`src/hw/rtl/sysex_name_setting_parser_defines.svh`:
```
// assertion helpers for the name-setting parser
`ifndef SYSEX_NAME_SETTING_PARSER_DEFINES_SVH
`define SYSEX_NAME_SETTING_PARSER_DEFINES_SVH
`ifndef SYNTHESIS
`define NSP_ASSERT_IMPL(lbl, clk, rst_n, ante, cons) \
    lbl: assert property (@(posedge clk) disable iff (!rst_n) (ante) |-> (cons)) \
        else $error("nsp check failed");
`define NSP_ASSERT_NEXT(lbl, clk, rst_n, ante, cons) \
    lbl: assert property (@(posedge clk) disable iff (!rst_n) (ante) |=> (cons)) \
        else $error("nsp check failed");
`else
`define NSP_ASSERT_IMPL(lbl, clk, rst_n, ante, cons)
`define NSP_ASSERT_NEXT(lbl, clk, rst_n, ante, cons)
`endif
`endif

```
`src/hw/rtl/sysex_nsp_pkg.sv`:
```
`timescale 1ns / 1ps
package sysex_nsp_pkg;

    localparam int NAME_MAX_DEF = 16;
    localparam int HDR_LEN      = 4;
    localparam int ID_LEN       = 4;

    localparam logic [7:0]  END_BYTE  = 8'hF7;
    localparam logic [31:0] SIG_RESET = 32'hF07D1A55;

    localparam logic OP_ERASE   = 1'b0;
    localparam logic OP_PROGRAM = 1'b1;

    typedef enum logic [1:0] {
        ST_IDLE,
        ST_PARSE,
        ST_EMIT,
        ST_FETCH
    } nsp_state_t;

endpackage

```
`src/hw/rtl/sysex_nsp_if.sv`:
```
`timescale 1ns / 1ps
// byte stream in
interface sysex_nsp_byte_if;
    logic       valid;
    logic       ready;
    logic [7:0] data_byte;

    modport source (output valid, output data_byte, input ready);
    modport sink (input valid, input data_byte, output ready);
endinterface

// storage command stream out
interface sysex_nsp_cmd_if;
    logic        valid;
    logic        ready;
    logic        store_op;
    logic [4:0]  word_index;
    logic [15:0] word_data;
    logic        last_of_run;

    modport source (output valid, output store_op, output word_index,
                    output word_data, output last_of_run, input ready);
    modport sink (input valid, input store_op, input word_index,
                  input word_data, input last_of_run, output ready);
endinterface

// header signature write
interface sysex_nsp_cfg_if;
    logic        valid;
    logic        ready;
    logic [31:0] header_signature;

    modport source (output valid, output header_signature, input ready);
    modport sink (input valid, input header_signature, output ready);
endinterface

```
`src/hw/rtl/sysex_nsp_name_ram.sv`:
```
`timescale 1ns / 1ps
module sysex_nsp_name_ram #(
    parameter int DEPTH = 16,
    parameter int AW    = 4
) (
    input  logic          clk,
    input  logic          we,
    input  logic [AW-1:0] wr_addr,
    input  logic [7:0]    wr_data,
    input  logic [AW-1:0] rd_addr,
    output logic [7:0]    rd_data
);

    logic [7:0] mem [DEPTH];
    logic [7:0] rd_data_reg;

    always_ff @(posedge clk)
    begin
        if (we)
        begin
            mem[wr_addr] <= wr_data;
        end
        rd_data_reg <= mem[rd_addr];
    end

    assign rd_data = rd_data_reg;

endmodule

```
`src/hw/rtl/sysex_name_setting_parser.sv`:
```
`timescale 1ns / 1ps
// channel    | modport | payload                                   | handshake
// in_chan    | sink    | data_byte[7:0]                            | valid/ready
// out_chan   | source  | store_op, word_index[4:0], word_data[15:0], | valid/ready
//            |         | last_of_run                               |
// cfg_chan   | sink    | header_signature[31:0]                    | valid/ready
//
// a byte is accepted, then makes one pass through the byte comparator,
// which is shared by header matching and end-byte detection
// the end byte then drives a run of 1 to NAME_MAX+4 commands, paced by the
// registered read of the name memory
// rst_n clears the parser to idle with the reset signature; the name memory
// is not cleared, only entries written by the current message are read
// a stalled out_chan holds the run; input bytes are taken only while idle
`include "sysex_name_setting_parser_defines.svh"
module sysex_name_setting_parser
#(
    parameter int NAME_MAX = sysex_nsp_pkg::NAME_MAX_DEF
) (
    input  logic                    clk,
    input  logic                    rst_n,
    sysex_nsp_byte_if.sink          in_chan,
    sysex_nsp_cmd_if.source         out_chan,
    sysex_nsp_cfg_if.sink           cfg_chan
);

    import sysex_nsp_pkg::*;

    // position covers header, id and name phases
    localparam int POS_MAX = HDR_LEN + ID_LEN + NAME_MAX;
    localparam int PW      = $clog2(POS_MAX + 1);
    // run counter reaches name length plus three (terminator)
    localparam int CW      = $clog2(NAME_MAX + 4);
    localparam int LW      = $clog2(NAME_MAX + 1);
    localparam int AW      = (NAME_MAX > 1) ? $clog2(NAME_MAX) : 1;

    nsp_state_t      state_reg, state_next;
    logic [PW-1:0]   pos_reg, pos_next;
    logic [15:0]     pid_reg, pid_next;
    logic [LW-1:0]   name_len_reg, name_len_next;
    logic [CW-1:0]   cnt_reg, cnt_next;
    logic [7:0]      byte_reg, byte_next;
    logic [31:0]     sig_reg;

    logic            out_valid_reg, out_valid_next;
    logic            op_reg, op_next;
    logic [4:0]      idx_reg, idx_next;
    logic [15:0]     data_reg, data_next;
    logic            last_reg, last_next;

    // shared byte comparator
    logic [7:0]      cmp_ref;
    logic            cmp_hit;

    logic [PW-1:0]   slot;
    logic            ram_we;
    logic [AW-1:0]   ram_rd_addr;
    logic [7:0]      ram_rd_data;
    logic [CW-1:0]   name_pos;
    logic [CW-1:0]   idx_wide;
    logic            out_free;
    logic            load;

    sysex_nsp_name_ram #(
        .DEPTH (NAME_MAX),
        .AW    (AW)
    ) u_name_ram (
        .clk     (clk),
        .we      (ram_we),
        .wr_addr (slot[AW-1:0]),
        .wr_data (byte_reg),
        .rd_addr (ram_rd_addr),
        .rd_data (ram_rd_data)
    );

    // header byte for the current position, else the end byte
    always_comb
    begin
        cmp_ref = END_BYTE;
        if (pos_reg < PW'(HDR_LEN))
        begin
            unique case (pos_reg[1:0])
                2'd0:    cmp_ref = sig_reg[31:24];
                2'd1:    cmp_ref = sig_reg[23:16];
                2'd2:    cmp_ref = sig_reg[15:8];
                default: cmp_ref = sig_reg[7:0];
            endcase
        end
    end

    assign cmp_hit     = (byte_reg == cmp_ref);
    assign slot        = pos_reg - PW'(HDR_LEN + ID_LEN);
    assign name_pos    = cnt_reg - CW'(3);
    assign idx_wide    = cnt_reg - CW'(1);
    assign ram_rd_addr = name_pos[AW-1:0];
    assign out_free    = !out_valid_reg || out_chan.ready;

    assign in_chan.ready       = (state_reg == ST_IDLE);
    assign cfg_chan.ready      = 1'b1;
    assign out_chan.valid      = out_valid_reg;
    assign out_chan.store_op   = op_reg;
    assign out_chan.word_index = idx_reg;
    assign out_chan.word_data  = data_reg;
    assign out_chan.last_of_run = last_reg;

    always_ff @(posedge clk or negedge rst_n)
    begin
        if (!rst_n)
        begin
            state_reg     <= ST_IDLE;
            pos_reg       <= '0;
            pid_reg       <= '0;
            name_len_reg  <= '0;
            cnt_reg       <= '0;
            out_valid_reg <= 1'b0;
            sig_reg       <= SIG_RESET;
        end
        else
        begin
            state_reg     <= state_next;
            pos_reg       <= pos_next;
            pid_reg       <= pid_next;
            name_len_reg  <= name_len_next;
            cnt_reg       <= cnt_next;
            out_valid_reg <= out_valid_next;
            if (cfg_chan.valid)
            begin
                sig_reg <= cfg_chan.header_signature;
            end
        end
    end

    // payload, no reset
    always_ff @(posedge clk)
    begin
        byte_reg <= byte_next;
        op_reg   <= op_next;
        idx_reg  <= idx_next;
        data_reg <= data_next;
        last_reg <= last_next;
    end

    always_comb
    begin
        state_next     = state_reg;
        pos_next       = pos_reg;
        pid_next       = pid_reg;
        name_len_next  = name_len_reg;
        cnt_next       = cnt_reg;
        byte_next      = byte_reg;
        out_valid_next = out_valid_reg;
        op_next        = op_reg;
        idx_next       = idx_reg;
        data_next      = data_reg;
        last_next      = last_reg;
        ram_we         = 1'b0;
        load           = 1'b0;

        // word taken downstream
        if (out_valid_reg && out_chan.ready)
        begin
            out_valid_next = 1'b0;
        end

        unique case (state_reg)
            ST_IDLE:
            begin
                if (in_chan.valid)
                begin
                    byte_next  = in_chan.data_byte;
                    state_next = ST_PARSE;
                end
            end

            ST_PARSE:
            begin
                state_next = ST_IDLE;
                priority if (pos_reg < PW'(HDR_LEN))
                begin
                    if (cmp_hit)
                    begin
                        pos_next = PW'(pos_reg + 1'b1);
                        // fresh message: forget the previous name length
                        if (pos_reg == PW'(HDR_LEN - 1))
                        begin
                            name_len_next = '0;
                        end
                    end
                    else
                    begin
                        pos_next = '0;
                    end
                end
                else if (cmp_hit)
                begin
                    // end byte: start the command run
                    pos_next   = '0;
                    cnt_next   = '0;
                    state_next = ST_EMIT;
                end
                else if (pos_reg < PW'(HDR_LEN + ID_LEN))
                begin
                    // id nibbles, least significant first
                    unique case (pos_reg[1:0])
                        2'd0:    pid_next = {12'h000, byte_reg[3:0]};
                        2'd1:    pid_next[7:4] = byte_reg[3:0];
                        2'd2:    pid_next[11:8] = byte_reg[3:0];
                        default: pid_next[15:12] = byte_reg[3:0];
                    endcase
                    pos_next = PW'(pos_reg + 1'b1);
                end
                else if (slot < PW'(NAME_MAX))
                begin
                    ram_we   = 1'b1;
                    pos_next = PW'(pos_reg + 1'b1);
                    // name length stops growing at the first zero byte
                    if (name_len_reg == slot[LW-1:0] && byte_reg != 8'h00)
                    begin
                        name_len_next = LW'(name_len_reg + 1'b1);
                    end
                end
                else
                begin
                    // name overflow, byte dropped
                    pos_next = pos_reg;
                end
            end

            ST_EMIT:
            begin
                if (out_free)
                begin
                    load           = 1'b1;
                    out_valid_next = 1'b1;
                    op_next        = OP_PROGRAM;
                    idx_next       = 5'(idx_wide);
                    data_next      = 16'h0000;
                    last_next      = 1'b0;
                    priority if (cnt_reg == CW'(0))
                    begin
                        op_next   = OP_ERASE;
                        idx_next  = 5'd0;
                        last_next = (name_len_reg == '0);
                    end
                    else if (cnt_reg == CW'(1))
                    begin
                        idx_next = 5'd0;
                    end
                    else if (cnt_reg == CW'(2))
                    begin
                        data_next = pid_reg;
                    end
                    else if (name_pos < CW'(name_len_reg))
                    begin
                        data_next = {8'h00, ram_rd_data};
                    end
                    else
                    begin
                        // zero terminator closes the run
                        last_next = 1'b1;
                    end

                    if (last_next)
                    begin
                        state_next = ST_IDLE;
                    end
                    else
                    begin
                        cnt_next   = CW'(cnt_reg + 1'b1);
                        state_next = ST_FETCH;
                    end
                end
            end

            ST_FETCH:
            begin
                // lets the registered name read land
                state_next = ST_EMIT;
            end

            default:
            begin
                state_next = ST_IDLE;
            end
        endcase
    end

    `NSP_ASSERT_IMPL(a_pos_range, clk, rst_n, 1'b1, pos_reg <= PW'(POS_MAX))
    `NSP_ASSERT_IMPL(a_len_range, clk, rst_n, 1'b1, name_len_reg <= LW'(NAME_MAX))
    `NSP_ASSERT_NEXT(a_fetch_emit, clk, rst_n, state_reg == ST_FETCH, state_reg == ST_EMIT)
    `NSP_ASSERT_NEXT(a_run_end, clk, rst_n, load && last_next, state_reg == ST_IDLE && out_valid_reg)
    `NSP_ASSERT_IMPL(a_cnt_bound, clk, rst_n, state_reg == ST_EMIT, cnt_reg <= CW'(name_len_reg) + CW'(3))

endmodule

```
`src/flat_wrapper.sv`:
```
// flat-port wrapper written by rule: the top's interface ports become plain ports
module sysex_name_setting_parser_flat import sysex_nsp_pkg::*;
#(
    parameter int NAME_MAX = sysex_nsp_pkg::NAME_MAX_DEF
)
  (clk, rst_n, in_chan_valid, in_chan_data_byte, in_chan_ready, out_chan_valid, out_chan_store_op, out_chan_word_index, out_chan_word_data, out_chan_last_of_run, out_chan_ready, cfg_chan_valid, cfg_chan_header_signature, cfg_chan_ready);
  sysex_nsp_byte_if in_chan_i ();
  sysex_nsp_cmd_if out_chan_i ();
  sysex_nsp_cfg_if cfg_chan_i ();
  input  logic clk;
  input  logic rst_n;
  input wire logic [$bits(in_chan_i.valid)-1:0] in_chan_valid;
  input wire logic [$bits(in_chan_i.data_byte)-1:0] in_chan_data_byte;
  output wire logic [$bits(in_chan_i.ready)-1:0] in_chan_ready;
  output wire logic [$bits(out_chan_i.valid)-1:0] out_chan_valid;
  output wire logic [$bits(out_chan_i.store_op)-1:0] out_chan_store_op;
  output wire logic [$bits(out_chan_i.word_index)-1:0] out_chan_word_index;
  output wire logic [$bits(out_chan_i.word_data)-1:0] out_chan_word_data;
  output wire logic [$bits(out_chan_i.last_of_run)-1:0] out_chan_last_of_run;
  input wire logic [$bits(out_chan_i.ready)-1:0] out_chan_ready;
  input wire logic [$bits(cfg_chan_i.valid)-1:0] cfg_chan_valid;
  input wire logic [$bits(cfg_chan_i.header_signature)-1:0] cfg_chan_header_signature;
  output wire logic [$bits(cfg_chan_i.ready)-1:0] cfg_chan_ready;
  assign in_chan_i.valid = in_chan_valid;
  assign in_chan_i.data_byte = in_chan_data_byte;
  assign in_chan_ready = in_chan_i.ready;
  assign out_chan_valid = out_chan_i.valid;
  assign out_chan_store_op = out_chan_i.store_op;
  assign out_chan_word_index = out_chan_i.word_index;
  assign out_chan_word_data = out_chan_i.word_data;
  assign out_chan_last_of_run = out_chan_i.last_of_run;
  assign out_chan_i.ready = out_chan_ready;
  assign cfg_chan_i.valid = cfg_chan_valid;
  assign cfg_chan_i.header_signature = cfg_chan_header_signature;
  assign cfg_chan_ready = cfg_chan_i.ready;
  sysex_name_setting_parser #(.NAME_MAX(NAME_MAX)) u_core (.clk(clk), .rst_n(rst_n), .in_chan(in_chan_i), .out_chan(out_chan_i), .cfg_chan(cfg_chan_i));
endmodule
```
`config.mk`:
```
export PLATFORM = sky130hd
export DESIGN_NAME = sysex_name_setting_parser_flat
export DESIGN_NICKNAME = d
export VERILOG_FILES = /design/src/hw/rtl/sysex_nsp_pkg.sv /design/src/hw/rtl/sysex_nsp_if.sv /design/src/hw/rtl/sysex_nsp_name_ram.sv /design/src/hw/rtl/sysex_name_setting_parser.sv /design/src/flat_wrapper.sv
export VERILOG_INCLUDE_DIRS = /design/src /design/src/hw/rtl
export SDC_FILE = /design/constraint.sdc
export NUM_CORES = 1
export LEC_CHECK = 0
export BUFFER_PORTS_ARGS = -buffer_cell sky130_fd_sc_hd__buf_2
export CAP_MARGIN = 40
export CORE_UTILIZATION = 30
export DETAILED_ROUTE_END_ITERATION = 10
export GPL_TIMING_DRIVEN = 1
export PLACE_DENSITY = 0.5
export SETUP_SLACK_MARGIN = 0.2
export SYNTH_ARGS = -nofsm -noshare
export SYNTH_HDL_FRONTEND = slang
export SYNTH_SLANG_ARGS = --single-unit
export TNS_END_PERCENT = 50
```
`constraint.sdc`:
```
create_clock -name clk -period 7.41 [get_ports clk]
set_input_delay 1.1115 -clock clk [delete_from_list [all_inputs] [get_ports clk]]
set_output_delay 1.1115 -clock clk [all_outputs]
set_load 0.005 [all_outputs]
```
==> results of run 1 <==
## routing by layer
layer,up-vias,GRT usage
met1,2898,0.199
met3,24,0.0206
met2,142,0.210
met4,0,0.0271
li1,2645,-
met5,-,0
## kinds of logic (layout without fill, tap and decap cells)
logic type / count (synthesis) / after routing / share of synthesized area
AOI/OAI and AO/OA: 91 / 91 / 0.0675
xor gates and xnor gates: 10 / 10 / 0.00873
adders and majority gates: 19 / 19 / 0.0237
buffers and inverters: 63 / 171 / 0.0301
DFF: 233 / 233 / 0.659
muxes: 79 / 79 / 0.135
other: 1 / 1 / 0.000374
and+or+nand+nor: 140 / 140 / 0.0761
## power groups by stage
| stage | combinational (W) | sequential (W) | clock (W) |
|---|---|---|---|
| finish | 0.0000903 | 0.00144 | 0.00134 |
| global route | 0.000101 | 0.00144 | 0.00142 |
| CTS | 0.0000926 | 0.00144 | 0.00137 |
| detailed placement | 0.0000923 | 0.00146 | 0 |
| global placement | 0.0000872 | 0.00147 | 0 |
| floorplan | 0.0000501 | 0.00146 | 0 |
## critical path, cell delays in order, from the launching register on
cell and delay (ps):
dfrtp_1 580, inv_1 160, ha_1 270, a21boi_4 450, inv_2 220, a2111oi_1 300
nand4_1 190, nand3_2 120, and3_1 420, inv_1 80, ha_1 310, or3_1 440
or2_1 300, o32ai_2 250
## final cells by class
| type | instances | area [um2] |
|---|---|---|
| Clock inverter | 14 | 151 |
| Inverter | 27 | 101 |
| Timing Repair Buffer | 97 | 581 |
| Multi-Input combinational cell | 340 | 3140 |
| Fill cell | 3174 | 20800 |
| Tap cell | 442 | 553 |
| Clock buffer | 33 | 751 |
| Sequential cell | 233 | 6610 |
## cells in the mapped netlist (9+ instances only)
library cell / count / share of area
edfxtp_1: 159 / 0.48
dfrtp_1: 49 / 0.12
mux4_2: 40 / 0.090
mux2_2: 32 / 0.036
nand2_1: 28 / 0.010
inv_1: 25 / 0.0094
nor2_1: 21 / 0.0079
o21ai_0: 21 / 0.010
ha_1: 19 / 0.024
clkbuf_1: 18 / 0.0067
nor3_1: 18 / 0.0090
dfstp_2: 17 / 0.045
nand3_1: 16 / 0.0080
a21oi_1: 13 / 0.0065
nor2b_1: 12 / 0.0075
and2_1: 10 / 0.0062
nor4_1: 10 / 0.0062
buf_2: 9 / 0.0045
xnor2_1: 9 / 0.0079
## worst paths after layout
kind | from | to | cells after the start
max | u_core.pos_reg[3]$_DFFE_PN0P_ | u_core.name_len_reg[3]$_DFFE_PN0P_ | 13
min | u_core.pid_reg[11]$_DFFE_PN0P_ | u_core.pid_reg[11]$_DFFE_PN0P_ | 1
min reg2reg | u_core.pid_reg[11]$_DFFE_PN0P_ | u_core.pid_reg[11]$_DFFE_PN0P_ | 1
max reg2reg | u_core.pos_reg[3]$_DFFE_PN0P_ | u_core.name_len_reg[3]$_DFFE_PN0P_ | 13
max in group asynchronous | rst_n | u_core.sig_reg[20]$_DFFE_PN1P_ | 3
min in group asynchronous | rst_n | u_core.pid_reg[1]$_DFFE_PN0P_ | 2
## metrics by stage
| stage | utilization | worst slack (ps) | instance area, um2 | hold slack [ps] |
|---|---|---|---|---|
| 4_1_cts | 0.364 | 3180 | 11900 | 488 |
| 3_5_place_dp | 0.336 | 3220 | 11000 | 485 |
| 5_1_grt | 0.364 | 2820 | 11900 | 496 |
| 6_report | 0.364 | 3200 | 11900 | 493 |
| 2_1_floorplan | - | 3820 | 10000 | 458 |
| 3_3_place_gp | 0.334 | 3360 | 10900 | 481 |
==> results.md, run 1 <==
- Layout cells sized above 1: 0.336
- CTS root buffer: clkbuf_16
- Register area share after synthesis: 0.659
- Hold-fix buffers, CTS: 0
- Crit end category: flop
- CTS Buffer Depth: 3
- Die Y: roughly 180 um
- Max reg flops: ~130
- Status: finished, final reports clean
- Die Wd: ~180 um
- MaxCap Viol Count: 0
- Port-buffer cells: between 60 and 70
- Comb pwr share: 0.031
- First-pass GRT wire length: about 35,000 um
- Nets: slightly below 800
- Setup Skew: ~22 ps
- Worst Path Max Fanout: 16
- DR WL met2: 10,300 um
- Post-Syn Area: around 0.01 mm2
- Async SR Flop Fraction: 0.283
- Global Route Usage Sum: 0.135
- Final WL: 22,600 um
- Arrival @ worst endpoint: 4640 ps
- Hold Crit Class: flop to flop
- Net Sw Power: roughly 0.00059 W
- Routed len/inst: around 19 um
- Final cell count without fillers: ~1,200
- Post-cts sizing count: 0
- Total congestion overflow: 0
- Distinct cells, synth: 67
- Final Max Tran Viols: 0
- Tmin final: 4210 ps
- Vias in the first global route: 5,792
- Commonest non-fill, non-tap cells in the layout: 159 x edfxtp_1, 70 x buf_2, 48 x dfrtp_1
- Inserted Diodes: 0
- Vias post-DR: around 5,700
- Post-CTS setup repair buffer count: 0
- DRC violation count after routing: 0
- Vias per cell: 4.81
- Area delta synth->final: 18.5%
- Lkg Pwr: 4.26 nW
- RSZ-0062 raised after global routing: no
- Fin crit share: 0.569
- EDFF count, synth: about 160
- Routed length on met1: roughly 11,000 um
- DR iter-0 viols: 407
- Skew-Pair Late Insertion Delay: roughly 530 ps
- Cells after Synth: around 640
- Most common cell after layout, fill and taps aside: edfxtp_1
- Switching Share: 0.205
- CORE AREA: around 0.033 mm2
- Achievable Freq: between 200 and 250 MHz
- Pint: ~0.0023 W
- DR top layer: met4
- Yosys warning count: 0
- CTS Buf Count: 26
- Detailed Place HPWL: approximately 15,000 um
- Avg Cell Area, Syn: between 15 and 20 um2
- Count of state elements after synthesis: approximately 230
- Crit start category: flop
- I/O pin count: 71
- CTS tree: built
- Setup Crit Path Kind: flop to flop
- Worst-margin pin slew: ~870 ps
- Syn Nets: 700
- Clk slew on worst S/H paths: about 60 ps
- Clock power share: 0.468
- Endpoints failing hold: 0
- Final setup viols: 0
- Initial antenna violation count: 1
- Row count: 66
- WP data required: between 7000 and 8000 ps
- Routability Congestion: 0.809
- Largest net degree at the start of global routing: 61
- Power density of the placed cells: 241 mW/mm2
- R2R Setup Slk: around 3200 ps
- Clock Sinks: 233
- Drt pass-1 iters: 5
- Dominant synthesized flop cell: edfxtp_1
- Reg power frac: 0.501
- Final ANT Viol Nets: 0
- Placed instance count: 1,139
- Maximum vdd drop: approximately 0.00014 V
- Die area: 0.0342 mm2
- Htree depth: 1
- Fin Setup TNS: 0 ps
- Wire length on met3: between 1000 and 1500 um
- Power, Total: approximately 0.0029 W
- Slew margin rel.: 0.420
- Starting Density: 0.307
Power figures use the tool's default switching activity.
==> inputs of run 2 (changes only) <==
--- a/config.mk
+++ b/config.mk
@@ -11,7 +11,7 @@
 export CORE_UTILIZATION = 30
 export DETAILED_ROUTE_END_ITERATION = 10
 export GPL_TIMING_DRIVEN = 1
-export PLACE_DENSITY = 0.5
+export PLACE_DENSITY = 0.52
 export SETUP_SLACK_MARGIN = 0.2
 export SYNTH_ARGS = -nofsm -noshare
 export SYNTH_HDL_FRONTEND = slang
==> constraint.sdc (replaced) <==
create_clock -name clk -period 3.4 [get_ports clk]
set_input_delay 0.51 -clock clk [delete_from_list [all_inputs] [get_ports clk]]
set_output_delay 0.51 -clock clk [all_outputs]
set_load 0.005 [all_outputs]
==> run 2 against run 1 <==
Largest cell class unchanged. Sequential share of layout area is 1.7 points lower. Highest routed layer unchanged. Combinational power grew to 2.7 times the previous value. Clock power is 88% higher.
==> results.md, run 2 (synthesis gave the netlist of run 1 again) <==
- Status: finished, final reports clean
- CTS root buffer: clkbuf_16
- Pint: 0.00466 W
- Port-buffer cells: 69
- Total congestion overflow: 0
- CTS Buf Count: 25
- Vias per cell: about 4.8
- Inserted Diodes: 0
- Worst-margin pin slew: about 740 ps
- Switching Share: 0.208
- Global Route Usage Sum: 0.138
- Most common cell after layout, fill and taps aside: edfxtp_1
- Fin crit share: 0.919
- Clk slew on worst S/H paths: roughly 60 ps
- Commonest non-fill, non-tap cells in the layout: 159 x edfxtp_1, 69 x buf_2, 64 x buf_4
- Area occupied by registers: approximately 0.0066 mm2
- Crit end category: flop
- Detailed Place HPWL: 15,400 um
- Die Wd: roughly 180 um
- Final Max Tran Viols: 0
- Starting Density: 0.307
- Power density of the placed cells: between 400 and 500 mW/mm2
- Largest net degree at the start of global routing: 38
- CTS Buffer Depth: 3
- Drt pass-1 iters: 5
- Reg power frac: 0.531
- RSZ-0062 raised after global routing: yes
- Comb pwr share: 0.042
- I/O pin count: 71
- Worst Path Max Fanout: 8
- Maximum vdd drop: around 0.0003 V
- Final ANT Viol Nets: 0
- First-pass GRT wire length: 35,400 um
- Htree depth: 1
- Routability Congestion: 0.794
- Endpoints failing hold: 0
- Net Sw Power: roughly 0.0012 W
- Lkg Pwr: 4.42 nW
- Arrival @ worst endpoint: roughly 3500 ps
- Fillcell total: 3,125
- Setup Crit Path Kind: flop to flop
- Tmin final: approximately 3100 ps
- Area delta synth->final: 22.3%
- DR iter-0 viols: 400
- Setup Skew: between 20 and 25 ps
- Clock Sinks: roughly 230
- Clock power share: 0.428
- Vias in the first global route: 5,916
- Fin Setup TNS: 0 ps
- DRC violation count after routing: 0
- Achievable Freq: 320 MHz
- Nets: between 800 and 900
- Slew margin rel.: 0.507
- MaxCap Viol Count: 0
- CORE AREA: 0.0327 mm2
- Final WL: between 20,000 and 25,000 um
- Routed len/inst: between 15 and 20 um
- CTS tree: built
- Initial antenna violation count: 0
- Placement Cell Area: around 0.011 mm2
- Die Y: 185 um
- Die area: about 0.034 mm2
- Hold Crit Class: input pin to flop
- Layout cells sized above 1: 0.398
- Skew-Pair Late Insertion Delay: about 530 ps
- WP data required: 3820 ps
- Crit start category: flop
- Vias post-DR: a little under 6,000
- Area of the multi-input gates: about 0.0033 mm2
- Final setup viols: 0
- Max reg flops: roughly 130
- Final instance area: roughly 0.012 mm2
- Row count: 66
run 2: changes by cell type in the layout (fill, tap and decap cells not counted), moves of 5 or more:
| cell | previous run | this run |
|---|---|---|
| ha_1 | 19 | 14 |
| buf_4 | 25 | 64 |
| nor3_1 | 14 | 9 |
| buf_6 | 0 | 5 |
| clkbuf_1 | 3 | 11 |
run 2: area by class of cell:
type | count | area share
multi-input combinational | 340 | 0.271
clock buffer | 37 | 0.0555
inverter | 27 | 0.00867
timing repair buffer | 141 | 0.0748
clock inverter | 9 | 0.00561
sequential | 233 | 0.539
tap | 442 | 0.0451
run 2: worst max-delay path, stage by stage (launching register included):
cell,delay [ps]
dfrtp_2,470
inv_4,70
ha_4,190
a222oi_1,340
buf_4,180
a211o_1,110
o211ai_1,90
nor4_2,220
and3_4,250
inv_2,40
ha_4,210
or3_4,400
or2_4,270
a21o_1,180
run 2: worst paths after layout:
check | startpoint | endpoint | slack (ps) | cells after the start
worst max-delay path | u_core.pos_reg[0]$_DFFE_PN0P_ | u_core.name_len_reg[0]$_DFFE_PN0P_ | 270 | 13
worst min-delay path | in_chan_data_byte[4] | u_core.byte_reg[4]$_DFFE_PP_ | 170 | 1
worst max register to register | u_core.pos_reg[0]$_DFFE_PN0P_ | u_core.name_len_reg[0]$_DFFE_PN0P_ | 270 | 13
worst min register to register | u_core.pid_reg[11]$_DFFE_PN0P_ | u_core.pid_reg[11]$_DFFE_PN0P_ | 490 | 1
max in group asynchronous | rst_n | u_core.sig_reg[2]$_DFFE_PN1P_ | 2080 | 3
min in group asynchronous | rst_n | u_core.pid_reg[9]$_DFFE_PN0P_ | 460 | 2
run 2: metal layers:
layer  vias to the layer above  global-route usage  part of all wire
met5                         -                   0                 0
met3                        26              0.0244             0.051
met4                         0              0.0364             0.021
met1                      2965               0.193              0.45
li1                       2727                   -                 -
met2                       147               0.221              0.48
run 2: timing repair:
action | 4_1_cts | 5_1_grt
setup endpoints to repair | 115 | 153
resized for setup | 10 | 33
pin swaps | 12 | 6
buffers inserted | 13 | 10
hold endpoints to repair | 14 | 0
hold buffers | 1 | 0
run 2: power groups by stage:
stage | registers, W | logic [W] | clock network, W
final | 0.00312 | 0.000245 | 0.00252
after detailed placement | 0.00318 | 0.000221 | 0
after global placement | 0.00318 | 0.000218 | 0
after global routing | 0.00313 | 0.000270 | 0.00269
after floorplan | 0.00318 | 0.000110 | 0
after CTS | 0.00312 | 0.000236 | 0.00258
run 2: stage by stage:
stage	cells	total power [W]	hold slack (ps)	setup slack, ps	utilization
finish	1229	0.00589	171	275	0.375
global route	1229	0.00609	150	102	0.375
CTS	1219	0.00594	152	204	0.369
detailed placement	1159	0.00340	481	31.0	0.341
global placement	1159	0.00340	475	109	0.341
floorplan	636	0.00329	214	102	-
==> inputs of run 3 (changes only) <==
--- a/config.mk
+++ b/config.mk
@@ -6,6 +6,7 @@
 export SDC_FILE = /design/constraint.sdc
 export NUM_CORES = 1
 export LEC_CHECK = 0
+export ABC_AREA = 1
 export BUFFER_PORTS_ARGS = -buffer_cell sky130_fd_sc_hd__buf_2
 export CAP_MARGIN = 40
 export CORE_UTILIZATION = 30
@@ -15,5 +16,6 @@
 export SETUP_SLACK_MARGIN = 0.2
 export SYNTH_ARGS = -nofsm -noshare
 export SYNTH_HDL_FRONTEND = slang
+export SYNTH_HIERARCHICAL = 1
 export SYNTH_SLANG_ARGS = --single-unit
 export TNS_END_PERCENT = 50
==> run 3 against run 2 <==
Clock power up 2%. Die area up 8.3%. Register-to-register slack better by 260 ps. Sequential power up 3%. Critical endpoint is now u_core/u_name_ram/mem[8][3]$_DFFE_PP_. Largest cell class unchanged. Largest power group unchanged.
==> results.md, run 3 <==
- Commonest non-fill, non-tap cells in the layout: 332 x nand2_1, 159 x edfxtp_1, 155 x inv_1
- Vias per cell: ~4.5
- Count leader, synth: nand2_1
- DR top layer: met4
- Endpoints failing hold: 0
- Switching Share: 0.231
- Total congestion overflow: 0
- Maximum vdd drop: between 0.0002 and 0.0003 V
- Hold Crit Class: input pin to asynchronous set/reset pin
- Post-Syn Area: between 0.01 and 0.015 mm2
- Layout cells sized above 1: 0.193
- Die Wd: between 150 and 200 um
- Final ANT Viol Nets: 0
- Hold-fix buffers, CTS: 0
- CTS Buf Count: 26
- Cells after Synth: 1,110
- Power density of the placed cells: 490 mW/mm2
- Final WL: around 27,000 um
- Tmin final: ~2900 ps
- Die area: 0.0370 mm2
- Area delta synth->final: 16.4%
- DR iter-0 viols: 499
- Largest net degree at the start of global routing: between 40 and 50
- Skew-Pair Late Insertion Delay: between 500 and 600 ps
- Final cell count without fillers: ~1,700
- Register area share after synthesis: 0.608
- Pint: approximately 0.0048 W
- CTS Buffer Depth: 3
- Syn Nets: around 1,200
- Arrival @ worst endpoint: ~3200 ps
- WP data required: roughly 3700 ps
- Drt pass-1 iters: 5
- Post-CTS setup repair buffer count: 0
- Min setup slack post-route: between 500 and 600 ps
- Count of state elements after synthesis: about 230
- Clock Sinks: roughly 230
- Global Route Usage Sum: 0.148
- Max reg flops: around 130
- Crit end category: flop
- CORE AREA: around 0.036 mm2
- Comb pwr share: 0.067
- Vias post-DR: about 7,600
- Routability Congestion: ~0.85
- Nets: ~1,300
- CTS tree: built
- Worst-margin pin slew: approximately 770 ps
- Yosys warning count: 6
- Routed len/inst: ~16 um
- Achievable Freq: 350 MHz
- Synth top area share: 0.439
- Die Y: around 190 um
- Row count: 69
- Htree depth: 1
- Routed length on met1: 12,800 um
- I/O pin count: 71
- Vias in the first global route: around 7,700
- Area occupied by registers: ~0.0066 mm2
- Dominant synthesized flop cell: edfxtp_1
- Crit start category: flop
- Starting Density: 0.306
- Area of the multi-input gates: 0.00342 mm2
- Slew margin rel.: 0.487
- Top cells by count, synth: 332 x nand2_1, 159 x edfxtp_1, 156 x inv_1, 149 x nand3_1, 51 x nor2_1
- Avg Cell Area, Syn: around 10 um2
- Fillcell total: 3,665
- DRC violation count after routing: 0
- CTS root buffer: clkbuf_16
- Status: finished, final reports clean
- First-pass GRT wire length: ~42,000 um
- Setup Skew: around 9.1 ps
- Post-synth top area cell: edfxtp_1
- Fin crit share: 0.841
- Detailed Place HPWL: between 15,000 and 20,000 um
- MaxCap Viol Count: 0
- DR WL met2: about 12,000 um
- Clk slew on worst S/H paths: 60 ps
- Async SR Flop Fraction: 0.283
- Fin Setup TNS: 0 ps
- Final Max Tran Viols: 0
- Placed instance count: approximately 1,600
- Wire length on met3: 1250 um
- Distinct cells, synth: a little over 40
- Synth area leaders: edfxtp_1 44%, nand2_1 11%, dfrtp_1 11%
- Worst Setup Slack post-DPL: ~400 ps
- EDFF count, synth: 159
- Setup Crit Path Kind: flop to flop
- Initial antenna violation count: 0
- Lkg Pwr: between 5 and 6 nW
- Clock power share: 0.414
- Port-buffer cells: 69
- Final setup viols: 0
- Worst Path Max Fanout: 13
- Most common cell after layout, fill and taps aside: nand2_1
- Net Sw Power: 0.00144 W
- Inserted Diodes: 0
- Reg power frac: 0.518
- RSZ-0062 raised after global routing: no
## run 3: logic make-up after synthesis
family | Yosys count | synth area share
AOI/OAI and AO/OA | 47 | 0.0235
DFF | 233 | 0.608
muxes | 32 | 0.0330
and+or+nand+nor | 575 | 0.231
adders and majority gates | 17 | 0.0196
buffers and inverters | 198 | 0.0790
other | 1 | 0.000345
xor gates and xnor gates | 7 | 0.00564
## run 3: worst max-delay path: stages, from the launching register on
cell and delay (ps):
dfrtp_1 480, inv_1 170, ha_2 360, nand2_1 80, nand2_1 70, inv_1 40
nand2_1 60, nand2_1 50, nand2_1 50, nand2_1 50, nor2_1 110, nand2_1 150
nor2_8 250, nor2_1 60, buf_4 150, nand3b_1 210, nor2_1 70, buf_4 180
## run 3: area by class of cell
cell class                      instances  share of cell area
Multi-Input combinational cell        679               0.270
Inverter                              161              0.0478
Clock buffer                           32              0.0532
Timing Repair Buffer                  111              0.0532
Clock inverter                         14             0.00821
Tap cell                              461              0.0456
Sequential cell                       233               0.522
## run 3: worst paths after layout
path                                                    start                                     to  slack, ps  depth (start not counted)
max                             u_core/pos_reg[0]$_DFFE_PN0P_  u_core/u_name_ram/mem[8][3]$_DFFE_PP_        540                         17
min                                                     rst_n         u_core/sig_reg[15]$_DFFE_PN0P_         50                          1
max reg2reg                     u_core/pos_reg[0]$_DFFE_PN0P_  u_core/u_name_ram/mem[8][3]$_DFFE_PP_        540                         17
min reg2reg                u_core/name_len_reg[4]$_DFFE_PN0P_     u_core/name_len_reg[4]$_DFFE_PN0P_        470                          2
max in group asynchronous                               rst_n          u_core/cnt_reg[4]$_DFFE_PN0P_       2700                          2
min in group clk                         in_chan_data_byte[5]           u_core/byte_reg[5]$_DFFE_PP_        150                          1
## run 3: through the flow
stage / hold WS, ps / area (um2) / total power [W] / util
after floorplan: 214 / 10900 / 0.00347 / -
after global placement: 458 / 11900 / 0.00369 / 0.333
after detailed placement: 466 / 11900 / 0.00370 / 0.334
after CTS: 56.3 / 12600 / 0.00631 / 0.356
after global routing: 109 / 12700 / 0.00644 / 0.356
final: 49.7 / 12700 / 0.00621 / 0.356
## run 3: timing repair
item,4_1_cts,5_1_grt
resized for setup,0,4
endpoints found under the hold margin,0,0
endpoints found under the setup margin,0,96
## run 3: power by group through the flow
stage | combinational, W | sequential (W) | clock (W)
after CTS | 0.000426 | 0.00322 | 0.00266
after floorplan | 0.000185 | 0.00329 | 0
after global placement | 0.000417 | 0.00328 | 0
after detailed placement | 0.000425 | 0.00328 | 0
final | 0.000418 | 0.00322 | 0.00257
after global routing | 0.000465 | 0.00322 | 0.00275
## run 3: metal layers
layer | GRT usage | vias to the layer above
li1 | - | 3800
met1 | 0.211 | 3595
met2 | 0.231 | 189
met3 | 0.0225 | 45
met4 | 0.0421 | 0
met5 | 0 | -
